[config.mk]
export PLATFORM = sky130hd
export DESIGN_NAME = typed_field_validator_flat
export DESIGN_NICKNAME = d
export VERILOG_FILES = /design/src/hw/rtl/tfv_pkg.sv /design/src/hw/rtl/tfv_in_if.sv /design/src/hw/rtl/tfv_out_if.sv /design/src/hw/rtl/tfv_step.sv /design/src/hw/rtl/typed_field_validator.sv /design/src/flat_wrapper.sv
export SDC_FILE = /design/constraint.sdc
export NUM_CORES = 1
export LEC_CHECK = 0
export BUFFER_PORTS_ARGS = -buffer_cell sky130_fd_sc_hd__buf_4
export CAP_MARGIN = 20
export CORE_ASPECT_RATIO = 1.4
export CORE_MARGIN = 1
export CORE_UTILIZATION = 30
export CTS_BUF_LIST = sky130_fd_sc_hd__clkbuf_4
export CTS_CLUSTER_SIZE = 40
export DETAILED_ROUTE_END_ITERATION = 12
export HOLD_SLACK_MARGIN = 0.12
export SYNTH_ARGS = -nofsm -noshare
export SYNTH_HDL_FRONTEND = slang
export SYNTH_SLANG_ARGS = --single-unit
[constraint.sdc]
create_clock -name clk -period 10.5 [get_ports clk]
set_clock_uncertainty 0.15 [all_clocks]
set_input_delay 0.525 -clock clk [delete_from_list [all_inputs] [get_ports clk]]
set_output_delay 0.525 -clock clk [all_outputs]
set_load 0.005 [all_outputs]
[src/hw/rtl/tfv_pkg.sv]
package tfv_pkg;

  localparam int LENGTH_BITS_DEF = 16;

  localparam logic [2:0] KIND_INTEGER  = 3'd0;
  localparam logic [2:0] KIND_DECIMAL  = 3'd1;
  localparam logic [2:0] KIND_VARCHAR  = 3'd2;
  localparam logic [2:0] KIND_DATETIME = 3'd3;

  localparam logic [7:0] CH_MINUS = 8'h2D;
  localparam logic [7:0] CH_DOT   = 8'h2E;
  localparam logic [7:0] CH_COLON = 8'h3A;
  localparam logic [7:0] CH_SPACE = 8'h20;
  localparam logic [7:0] CH_T     = 8'h54;
  localparam logic [7:0] CH_Z     = 8'h5A;
  localparam logic [7:0] CH_ZERO  = 8'h30;
  localparam logic [7:0] CH_NINE  = 8'h39;

  localparam logic [7:0] NULL_WORD [4] = '{8'h4E, 8'h55, 8'h4C, 8'h4C};
  localparam logic [2:0] NULL_FULL = 3'd4;
  localparam logic [2:0] NULL_FAIL = 3'd7;
  localparam logic [1:0] HYPHEN_SAT = 2'd2;

  typedef struct packed {
    logic       lead_minus;
    logic       point_seen;
    logic       digits_only;
    logic       number_bad;
    logic       stamp_bad;
    logic [1:0] hyphen_count;
    logic       colon_seen;
    logic [2:0] null_match;
  } tfv_flags_t;

  localparam tfv_flags_t FLAGS_CLEAR = '{
    lead_minus:   1'b0,
    point_seen:   1'b0,
    digits_only:  1'b1,
    number_bad:   1'b0,
    stamp_bad:    1'b0,
    hyphen_count: 2'd0,
    colon_seen:   1'b0,
    null_match:   3'd0
  };

endpackage

[src/hw/rtl/tfv_in_if.sv]
interface tfv_in_if #(
  parameter int LENGTH_BITS = tfv_pkg::LENGTH_BITS_DEF
);
  logic                   valid;
  logic                   ready;
  logic [7:0]             char_code;
  logic                   first_char;
  logic                   last_char;
  logic                   empty_field;
  logic [2:0]             column_kind;
  logic [LENGTH_BITS-1:0] length_limit;

  modport source (
    output valid, char_code, first_char, last_char, empty_field, column_kind, length_limit,
    input  ready
  );
  modport sink (
    input  valid, char_code, first_char, last_char, empty_field, column_kind, length_limit,
    output ready
  );
endinterface

[src/hw/rtl/tfv_out_if.sv]
interface tfv_out_if;
  logic valid;
  logic ready;
  logic field_valid;

  modport source (
    output valid, field_valid,
    input  ready
  );
  modport sink (
    input  valid, field_valid,
    output ready
  );
endinterface

[src/hw/rtl/tfv_step.sv]
module tfv_step #(
  parameter int LENGTH_BITS = tfv_pkg::LENGTH_BITS_DEF
) (
  input  logic [LENGTH_BITS:0]   count_i,
  input  tfv_pkg::tfv_flags_t    flags_i,
  input  logic [7:0]             char_code,
  input  logic                   first_char,
  input  logic                   last_char,
  input  logic                   empty_field,
  input  logic [2:0]             column_kind,
  input  logic [LENGTH_BITS-1:0] length_limit,
  output logic [LENGTH_BITS:0]   count_o,
  output tfv_pkg::tfv_flags_t    flags_o,
  output logic                   done_o,
  output logic                   field_valid_o
);
  import tfv_pkg::*;

  localparam logic [LENGTH_BITS:0] COUNT_MAX = '1;

  logic [LENGTH_BITS:0] base_count;
  logic [LENGTH_BITS:0] take_count;
  tfv_flags_t           base_flags;
  tfv_flags_t           take_flags;
  logic                 digit;
  logic                 lone_minus;
  logic                 kind_ok;

  always_comb begin
    base_count = first_char ? '0 : count_i;
    base_flags = first_char ? FLAGS_CLEAR : flags_i;
    digit = (char_code >= CH_ZERO) && (char_code <= CH_NINE);
    take_flags = base_flags;

    if (base_flags.null_match != NULL_FAIL) begin
      if ((base_count < (LENGTH_BITS+1)'(4))
          && ({{(LENGTH_BITS-2){1'b0}}, base_flags.null_match} == base_count)
          && (char_code == NULL_WORD[base_count[1:0]])) begin
        take_flags.null_match = base_flags.null_match + 3'd1;
      end else begin
        take_flags.null_match = NULL_FAIL;
      end
    end

    if ((base_count == '0) && (char_code == CH_MINUS)) begin
      take_flags.lead_minus = 1'b1;
    end else if (char_code == CH_DOT) begin
      if (base_flags.point_seen) begin
        take_flags.number_bad = 1'b1;
      end
      take_flags.point_seen = 1'b1;
    end else if (!digit) begin
      take_flags.number_bad = 1'b1;
    end

    if (!digit) begin
      take_flags.digits_only = 1'b0;
    end
    if (char_code == CH_MINUS) begin
      if (base_flags.hyphen_count < HYPHEN_SAT) begin
        take_flags.hyphen_count = base_flags.hyphen_count + 2'd1;
      end
    end else if (char_code == CH_COLON) begin
      take_flags.colon_seen = 1'b1;
    end else if (!digit && (char_code != CH_SPACE) && (char_code != CH_T)
                 && (char_code != CH_Z) && (char_code != CH_DOT)) begin
      take_flags.stamp_bad = 1'b1;
    end

    take_count = (base_count == COUNT_MAX) ? base_count
                                           : base_count + (LENGTH_BITS+1)'(1);

    lone_minus = take_flags.lead_minus && (take_count == (LENGTH_BITS+1)'(1));
    case (column_kind)
      KIND_INTEGER:  kind_ok = !take_flags.number_bad && !take_flags.point_seen
                               && !lone_minus;
      KIND_DECIMAL:  kind_ok = !take_flags.number_bad && !lone_minus;
      KIND_VARCHAR:  kind_ok = (length_limit == '0)
                               || (take_count <= {1'b0, length_limit});
      KIND_DATETIME: kind_ok = take_flags.digits_only
                               || (!take_flags.stamp_bad
                                   && ((take_flags.hyphen_count >= HYPHEN_SAT)
                                       || take_flags.colon_seen));
      default:       kind_ok = 1'b1;
    endcase

    done_o = empty_field || last_char;
    field_valid_o = empty_field || (take_flags.null_match == NULL_FULL) || kind_ok;
    count_o = done_o ? '0 : take_count;
    flags_o = done_o ? FLAGS_CLEAR : take_flags;
  end

endmodule

[src/hw/rtl/typed_field_validator.sv]
// The result appears in the output register in the cycle after the request
// that carries the last character (or the empty-field mark) is accepted.
// Throughput: one character request per cycle while input ready is high; the
// running field state and the result register update together on the same edge.
// Input ready is high while the result register is empty or being taken.
// Reset (rst_n low, synchronous) clears the field state and drops any pending result.
module typed_field_validator #(
  parameter int LENGTH_BITS = tfv_pkg::LENGTH_BITS_DEF
) (
  input  logic     clk,
  input  logic     rst_n,
  tfv_in_if.sink   in_ch,
  tfv_out_if.source out_ch
);
  import tfv_pkg::*;

  logic [LENGTH_BITS:0] count_r;
  logic [LENGTH_BITS:0] count_nxt;
  tfv_flags_t           flags_r;
  tfv_flags_t           flags_nxt;
  logic                 out_valid_r;
  logic                 out_field_valid_r;
  logic                 done;
  logic                 verdict;
  logic                 in_acc;

  assign in_ch.ready = !out_valid_r || out_ch.ready;
  assign in_acc = in_ch.valid && in_ch.ready;
  assign out_ch.valid = out_valid_r;
  assign out_ch.field_valid = out_field_valid_r;

  tfv_step #(
    .LENGTH_BITS(LENGTH_BITS)
  ) u_step (
    .count_i      (count_r),
    .flags_i      (flags_r),
    .char_code    (in_ch.char_code),
    .first_char   (in_ch.first_char),
    .last_char    (in_ch.last_char),
    .empty_field  (in_ch.empty_field),
    .column_kind  (in_ch.column_kind),
    .length_limit (in_ch.length_limit),
    .count_o      (count_nxt),
    .flags_o      (flags_nxt),
    .done_o       (done),
    .field_valid_o(verdict)
  );

  always_ff @(posedge clk) begin
    if (!rst_n) begin
      count_r <= '0;
      flags_r <= FLAGS_CLEAR;
      out_valid_r <= 1'b0;
    end else begin
      if (in_acc) begin
        count_r <= count_nxt;
        flags_r <= flags_nxt;
      end
      if (in_acc && done) begin
        out_valid_r <= 1'b1;
      end else if (out_ch.ready) begin
        out_valid_r <= 1'b0;
      end
    end
  end

  always_ff @(posedge clk) begin
    if (in_acc && done) begin
      out_field_valid_r <= verdict;
    end
  end

  a_end_gives_result: assert property (@(posedge clk) disable iff (!rst_n)
    (in_acc && done) |=> out_valid_r)
    else $error("Finished field did not produce a result.");

  a_empty_is_valid: assert property (@(posedge clk) disable iff (!rst_n)
    (in_acc && in_ch.empty_field) |=> out_field_valid_r)
    else $error("Empty field was not reported as valid.");

  a_no_spurious_result: assert property (@(posedge clk) disable iff (!rst_n)
    (in_acc && !done && out_ch.ready) |=> !out_valid_r)
    else $error("Result appeared for a request that does not end a field.");

  a_state_cleared: assert property (@(posedge clk) disable iff (!rst_n)
    (in_acc && done) |=> ((count_r == '0) && (flags_r == FLAGS_CLEAR)))
    else $error("Field state not cleared after the end of a field.");

endmodule
[src/flat_wrapper.sv]
// flat-port wrapper written by rule: the top's interface ports become plain ports
module typed_field_validator_flat import tfv_pkg::*;
#(
  parameter int LENGTH_BITS = tfv_pkg::LENGTH_BITS_DEF
)
  (clk, rst_n, in_ch_valid, in_ch_char_code, in_ch_first_char, in_ch_last_char, in_ch_empty_field, in_ch_column_kind, in_ch_length_limit, in_ch_ready, out_ch_valid, out_ch_field_valid, out_ch_ready);
  tfv_in_if #(.LENGTH_BITS(LENGTH_BITS)) in_ch_i ();
  tfv_out_if out_ch_i ();
  input  logic clk;
  input  logic rst_n;
  input wire logic [$bits(in_ch_i.valid)-1:0] in_ch_valid;
  input wire logic [$bits(in_ch_i.char_code)-1:0] in_ch_char_code;
  input wire logic [$bits(in_ch_i.first_char)-1:0] in_ch_first_char;
  input wire logic [$bits(in_ch_i.last_char)-1:0] in_ch_last_char;
  input wire logic [$bits(in_ch_i.empty_field)-1:0] in_ch_empty_field;
  input wire logic [$bits(in_ch_i.column_kind)-1:0] in_ch_column_kind;
  input wire logic [$bits(in_ch_i.length_limit)-1:0] in_ch_length_limit;
  output wire logic [$bits(in_ch_i.ready)-1:0] in_ch_ready;
  output wire logic [$bits(out_ch_i.valid)-1:0] out_ch_valid;
  output wire logic [$bits(out_ch_i.field_valid)-1:0] out_ch_field_valid;
  input wire logic [$bits(out_ch_i.ready)-1:0] out_ch_ready;
  assign in_ch_i.valid = in_ch_valid;
  assign in_ch_i.char_code = in_ch_char_code;
  assign in_ch_i.first_char = in_ch_first_char;
  assign in_ch_i.last_char = in_ch_last_char;
  assign in_ch_i.empty_field = in_ch_empty_field;
  assign in_ch_i.column_kind = in_ch_column_kind;
  assign in_ch_i.length_limit = in_ch_length_limit;
  assign in_ch_ready = in_ch_i.ready;
  assign out_ch_valid = out_ch_i.valid;
  assign out_ch_field_valid = out_ch_i.field_valid;
  assign out_ch_i.ready = out_ch_ready;
  typed_field_validator #(.LENGTH_BITS(LENGTH_BITS)) u_core (.clk(clk), .rst_n(rst_n), .in_ch(in_ch_i), .out_ch(out_ch_i));
endmodule
# --- Yosys cells after proc, flatten, opt, wreduce, memory -nomap -nowiden ---
# Index checks and enable logic that the tools add are counted.
word_totals:
  regBits: 30
  inputBits: 34
  output_inout_bits: 3
  elab_cells: 98
classes:
  add_sub_neg: 3
  magnitude_cmp: 7
  n_eq_ne: 16
  mux: 28
  n_bitwise: 1
  reduce_logical: 32
ops:
  columns: ["operator", "count"]
  rows:
  - ["$mux 17", 3]
  - ["$eq 8x6->1 const B", 3]
  - ["$mux 11", 2]
  - ["$add 17x1->17 const B", 1]
  - ["$eq 17x1->1 const B", 1]
  - ["$eq 17x17->1 const B", 1]
  - ["$eq 3x17->1", 1]
  - ["$le 17x16->1", 1]
  - ["$logic_not 17->1", 1]
  - ["$lt 17x3->1 const B", 1]
  - ["$bmux 8 s2", 1]
  - ["$logic_not 16->1", 1]
  - ["$mux 8", 2]
  - ["$ne 8x6->1 const B", 2]
  - ["$ne 8x7->1 const B", 2]
  - ["$logic_and 1x1->1", 15]
  - ["$mux 1", 15]
  - ["$eq 8x8->1", 1]
  - ["$ge 8x6->1 const B", 1]
  - ["$le 8x6->1 const B", 1]
  - ["$logic_or 1x1->1", 7]
  - ["$eq 3x2->1 const B", 2]
  - ["$logic_not 1->1", 6]
  - ["$mux 3", 2]
  - ["other kinds (13)", 14]

# --- Longest topological paths before layout ---
depth:
  ltp_word: 15
  mapped_depth: 18

# --- Modules after synthesis ---
# A second synthesis with hierarchy kept.
unflattened:
  hier_cells: 411
  area_unflattened_um2: 3154.3
modules_own_cells:
  columns: ["mod", "n_inst", "cells_each", "area_each_um2", "seq_area_each_um2"]
  rows:
  - ["tfv_step", 1, 283, 1929.4, 0.0]
  - ["typed_field_validator", 1, 128, 1224.9, 610.6]

# --- Least setup slack after synthesis ---
# No wires, ideal clock.
synth_timing:
  kind: "input to register"
  start: "input port in_ch_first_char"
  end: "register u_core.out_field_valid_r, in the netlist u_core.out_ch.field_valid (data pin)"
  setup_time_ns: 0.267
  t_arrival_ns: 3.498
  required_ns: 10.083
  slack_ns: 6.585
  cell_stages: 17
  path_cell_list: "buf_4 > clkbuf_1 > buf_6 > nor2b_1 > ha_1 > nand2_2 > nor4_4 > nand3_4 > mux2_2 > ha_1 > nand3_1 > o211ai_1 > a21oi_1 > o41ai_1 > o31ai_1 > a31oi_1 > nand3_1"
synth_via:
  elab_chain_len: 12
  word_cells_on_any_way: 56
  classes_between: "add/sub: 3; order compare: 4; eq/ne: 6; mux: 24; bitwise: 1; reduce/logical: 18"
synth_rtl:
  columns: ["item", "line", "rtl"]
  rows:
  - ["start, declared", "flat_wrapper.sv:13", "input wire logic [$bits(in_ch_i.first_char)-1:0] in_ch_first_char;"]
  - ["branches (longest 11 deep; another with $add 17x1->17)", null, null]
  - ["$logic_or 1x1->1 (*)", "tfv_step.sv:88", "field_valid_o = empty_field || (take_flags.null_match == NULL_FULL) || kind_ok;"]
  - ["via u_core.u_step.field_valid_o", "tfv_step.sv:15", "output logic field_valid_o"]
  - ["end signal, assigned", "typed_field_validator.sv:69", "out_field_valid_r <= verdict;"]
  - ["end, declared", "typed_field_validator.sv:22", "logic out_field_valid_r;"]
# Mark *: on every way through the listed nets, which the timed path passes. The select of a mux whose other input is x is not followed.
# A chain may end at the register's enable or synchronous reset.

# --- Worst setup path after layout ---
# Same ends and word-level chain as after synthesis.

==> results.ini <==
[power_and_ir_drop]
sequentialPowerShare_pct=51.0
pwr_density_cell_mw_per_mm2=72.5
switchingPower_uw=69.7
p_int_uw=160
max-vdd-ir-drop_mv=0.0498
clkPwrFrac_pct=30.5
combPwrFrac_pct=18.5
p_sw_share_pct=30.3
p_leak_nw=1.24

[detailed_routing]
viasPerCell=5.53
drt_wl_total_mm=8.34
drtIter0Drc=157
dr.pass1.iters=6
ant_nets=0
num_vias=2733
drc=0
routedWlPerCell_um=16.9

[place]
place_congestion=0.927
dp_slack_ns=5.92
place_area_mm2=0.00312
port_buffers=36
dp_hpwl_mm=6.56

[timing]
layout_setup_ws_ns=6.27
rsz0062_at_grt=no
timing.hold.ws_ns=0.343
drv_slew=0
fmax_mhz=237
period_minus_slack_ns=4.23
tightest_slew_ns=1.05
period_share_pct=40.3
setup_violations=0
hold_viol_final=0
setup_tns_ns=0
slew_headroom_pct=29.3

[floorplan]
die_area_mm2=0.00968
start_util_pct=30.8
rows=41
fp.coreArea_mm2=0.00903
io_pins=37
die-width_um=83.4
die_h_um=116

[final_layout]
final_common_cell=buf_4
area_growth_pct=14.0
final_util_pct=35.2
final_cell_mix=38 x buf_4, 29 x nor2b_1, 29 x dfxtp_1
drive_above_1_share_pct=17.1
final_nets=443
diodes=0
fin_area_mm2=0.00317

[clock_network]
cts_buffer_depth=2
ctsHtreeMaxLevel=2
clk_pin_slew_worst_paths_ns=0.10
clkLatencyLatePin_ns=0.35
postCtsSetupRepairBufs=0
cts_buffers=5
cts_sinks=30
ctsResizeCount=0
tritoncts=built
hold_buffers=0
cts-root-buf=clkbuf_4

[logic_synthesis]
yosysTopAreaCell=dfxtp_1
synthTopCellsByArea=dfxtp_1 21%, ha_1 10%, nor2b_1 6.5%
mappedNetlistNets=414
synthDominantCellAreaShare_pct=20.8
synth_cell_types=64
ys.flop_type=dfxtp_1
synth_edf_count=1
yosysSeqAreaShare_pct=21.9
async_flop_share_pct=0
syn_area_mm2=0.00279
synth.avg_cell_area_um2=7.80
yosys_warnings=0
ys_seq_elements=30
syn_inst=357

[global_routing]
grt_pass1_vias=2797
grt_pass1_wl_mm=13.9
grt_usage_pct=18.0
met2_usage_pct=36.4
grt-ovfl-total=0
grt-busiest-layer=met2
grt_max_degree=31
antenna_found_initial=0
grt_use_met3_pct=2.07
grtUsageMet1_pct=17.7

[worst_hold_path]
hold_path_depth=2
hold_class=primary input to register
min_from=rst_n
hold_end=u_core.flags_r[8]

[critical_path]
critical_path_arrival_ns=4.30
cp_data_required_time_ns=10.57
r2r_end=u_core.out_ch.field_valid
startpoint_type=primary input
path_max_fanout=30
r2r-start=u_core.count_r[0]
reg2reg_slack_ns=6.41
path_class=primary input to register
reg2reg_depth=16
crit_path_end_kind=register

[outcome]
outcome=complete, no violations

[flow_run]
max_cap_viol_count=0

layout make-up:
cell class              count  area, um^2
well taps                 107         134
inverters                  25        93.8
fillers                   970        5850
flip-flops and latches     30         611
clock inverters             3        15.0
clock buffers               5        37.5
multi-input cells         286        2000
repair buffers             38         285
cell usage after synthesis, types with 3 or more instances:
cell type,instances
nor2b_1,29
or3_1,4
a21boi_0,4
buf_4,3
nand4_1,4
a21oi_1,16
a31oi_1,8
dfxtp_1,29
and2_1,4
o21bai_1,3
nand2b_1,5
ha_1,23
nor2_1,18
o41ai_1,4
nor4_1,10
nor3_1,10
a22oi_1,22
and3_1,3
nand2_1,26
mux2i_1,3
clkbuf_1,10
o21ai_0,11
nand3_1,15
xnor2_1,11
inv_1,24
or2_2,4
critical path: stages:
cell and delay (ns):
buf_4 0.21, clkinv_1 0.21, nand2_1 0.10, inv_1 0.21
ha_1 0.26, nand2_2 0.11, nor3_1 0.50, a211oi_2 0.23
a21o_1 0.22, a21oi_1 0.29, ha_1 0.32, a21oi_1 0.14
nor2_1 0.06, a211oi_1 0.24, o41ai_1 0.14, o31ai_1 0.26
a31oi_1 0.15, nand3_1 0.10
sequential cells by signal, summed over array words and instances, names as in the netlist:
signal	count
u_core.count_r	17
u_core.out_ch.valid	1
u_core.flags_r	11
u_core.out_ch.field_valid	1
stage by stage:
step	std cells	total power [mW]
after global routing	494	0.243
after CTS	494	0.234
after detailed placement	486	0.163
after floorplan	357	0.143
after global placement	486	0.162
final	494	0.230
logic make-up (layout without fill, tap and decap cells):
kind of cell | after synthesis | after routing | synth area share (%)
AO/OA/AOI/OAI | 90 | 90 | 22.6
XOR/XNOR | 13 | 13 | 4.09
adder cells (fa/ha/maj) | 23 | 23 | 10.3
buffers and inverters | 41 | 71 | 6.51
flip-flops | 30 | 30 | 21.9
multiplexers | 5 | 5 | 1.89
AND/OR/NAND/NOR | 155 | 155 | 32.7
layer usage:
layer	part of all wire (%)	vias up
li1	-	1369
met1	38	1288
met2	56	56
met3	2.2	20
met4	4.0	0
met5	0	-
power groups by stage:
stage	combinational, mW	clock [mW]	sequential [mW]
2_1_floorplan	0.0233	0	0.120
3_3_place_gp	0.0422	0	0.120
3_5_place_dp	0.0428	0	0.120
4_1_cts	0.0429	0.0732	0.117
5_1_grt	0.0470	0.0779	0.118
6_report	0.0425	0.0702	0.117
how the worst max path moves through the flow:
| stage | endpoint | depth (start not counted) | slack [ns] | start |
|---|---|---|---|---|
| after detailed placement | u_core.out_ch.field_valid | 16 | 5.92 | in_ch_first_char |
| after CTS | u_core.out_ch.field_valid | 16 | 6.28 | in_ch_first_char |
| after global routing | u_core.out_ch.field_valid | 16 | 5.88 | in_ch_first_char |
| final | u_core.out_ch.field_valid | 18 | 6.27 | in_ch_first_char |
| after global placement | u_core.out_ch.field_valid | 16 | 6.09 | in_ch_first_char |
| after floorplan | u_core.out_ch.field_valid | 17 | 6.58 | in_ch_first_char |
No activity file was read; power rests on OpenSTA's default activity.
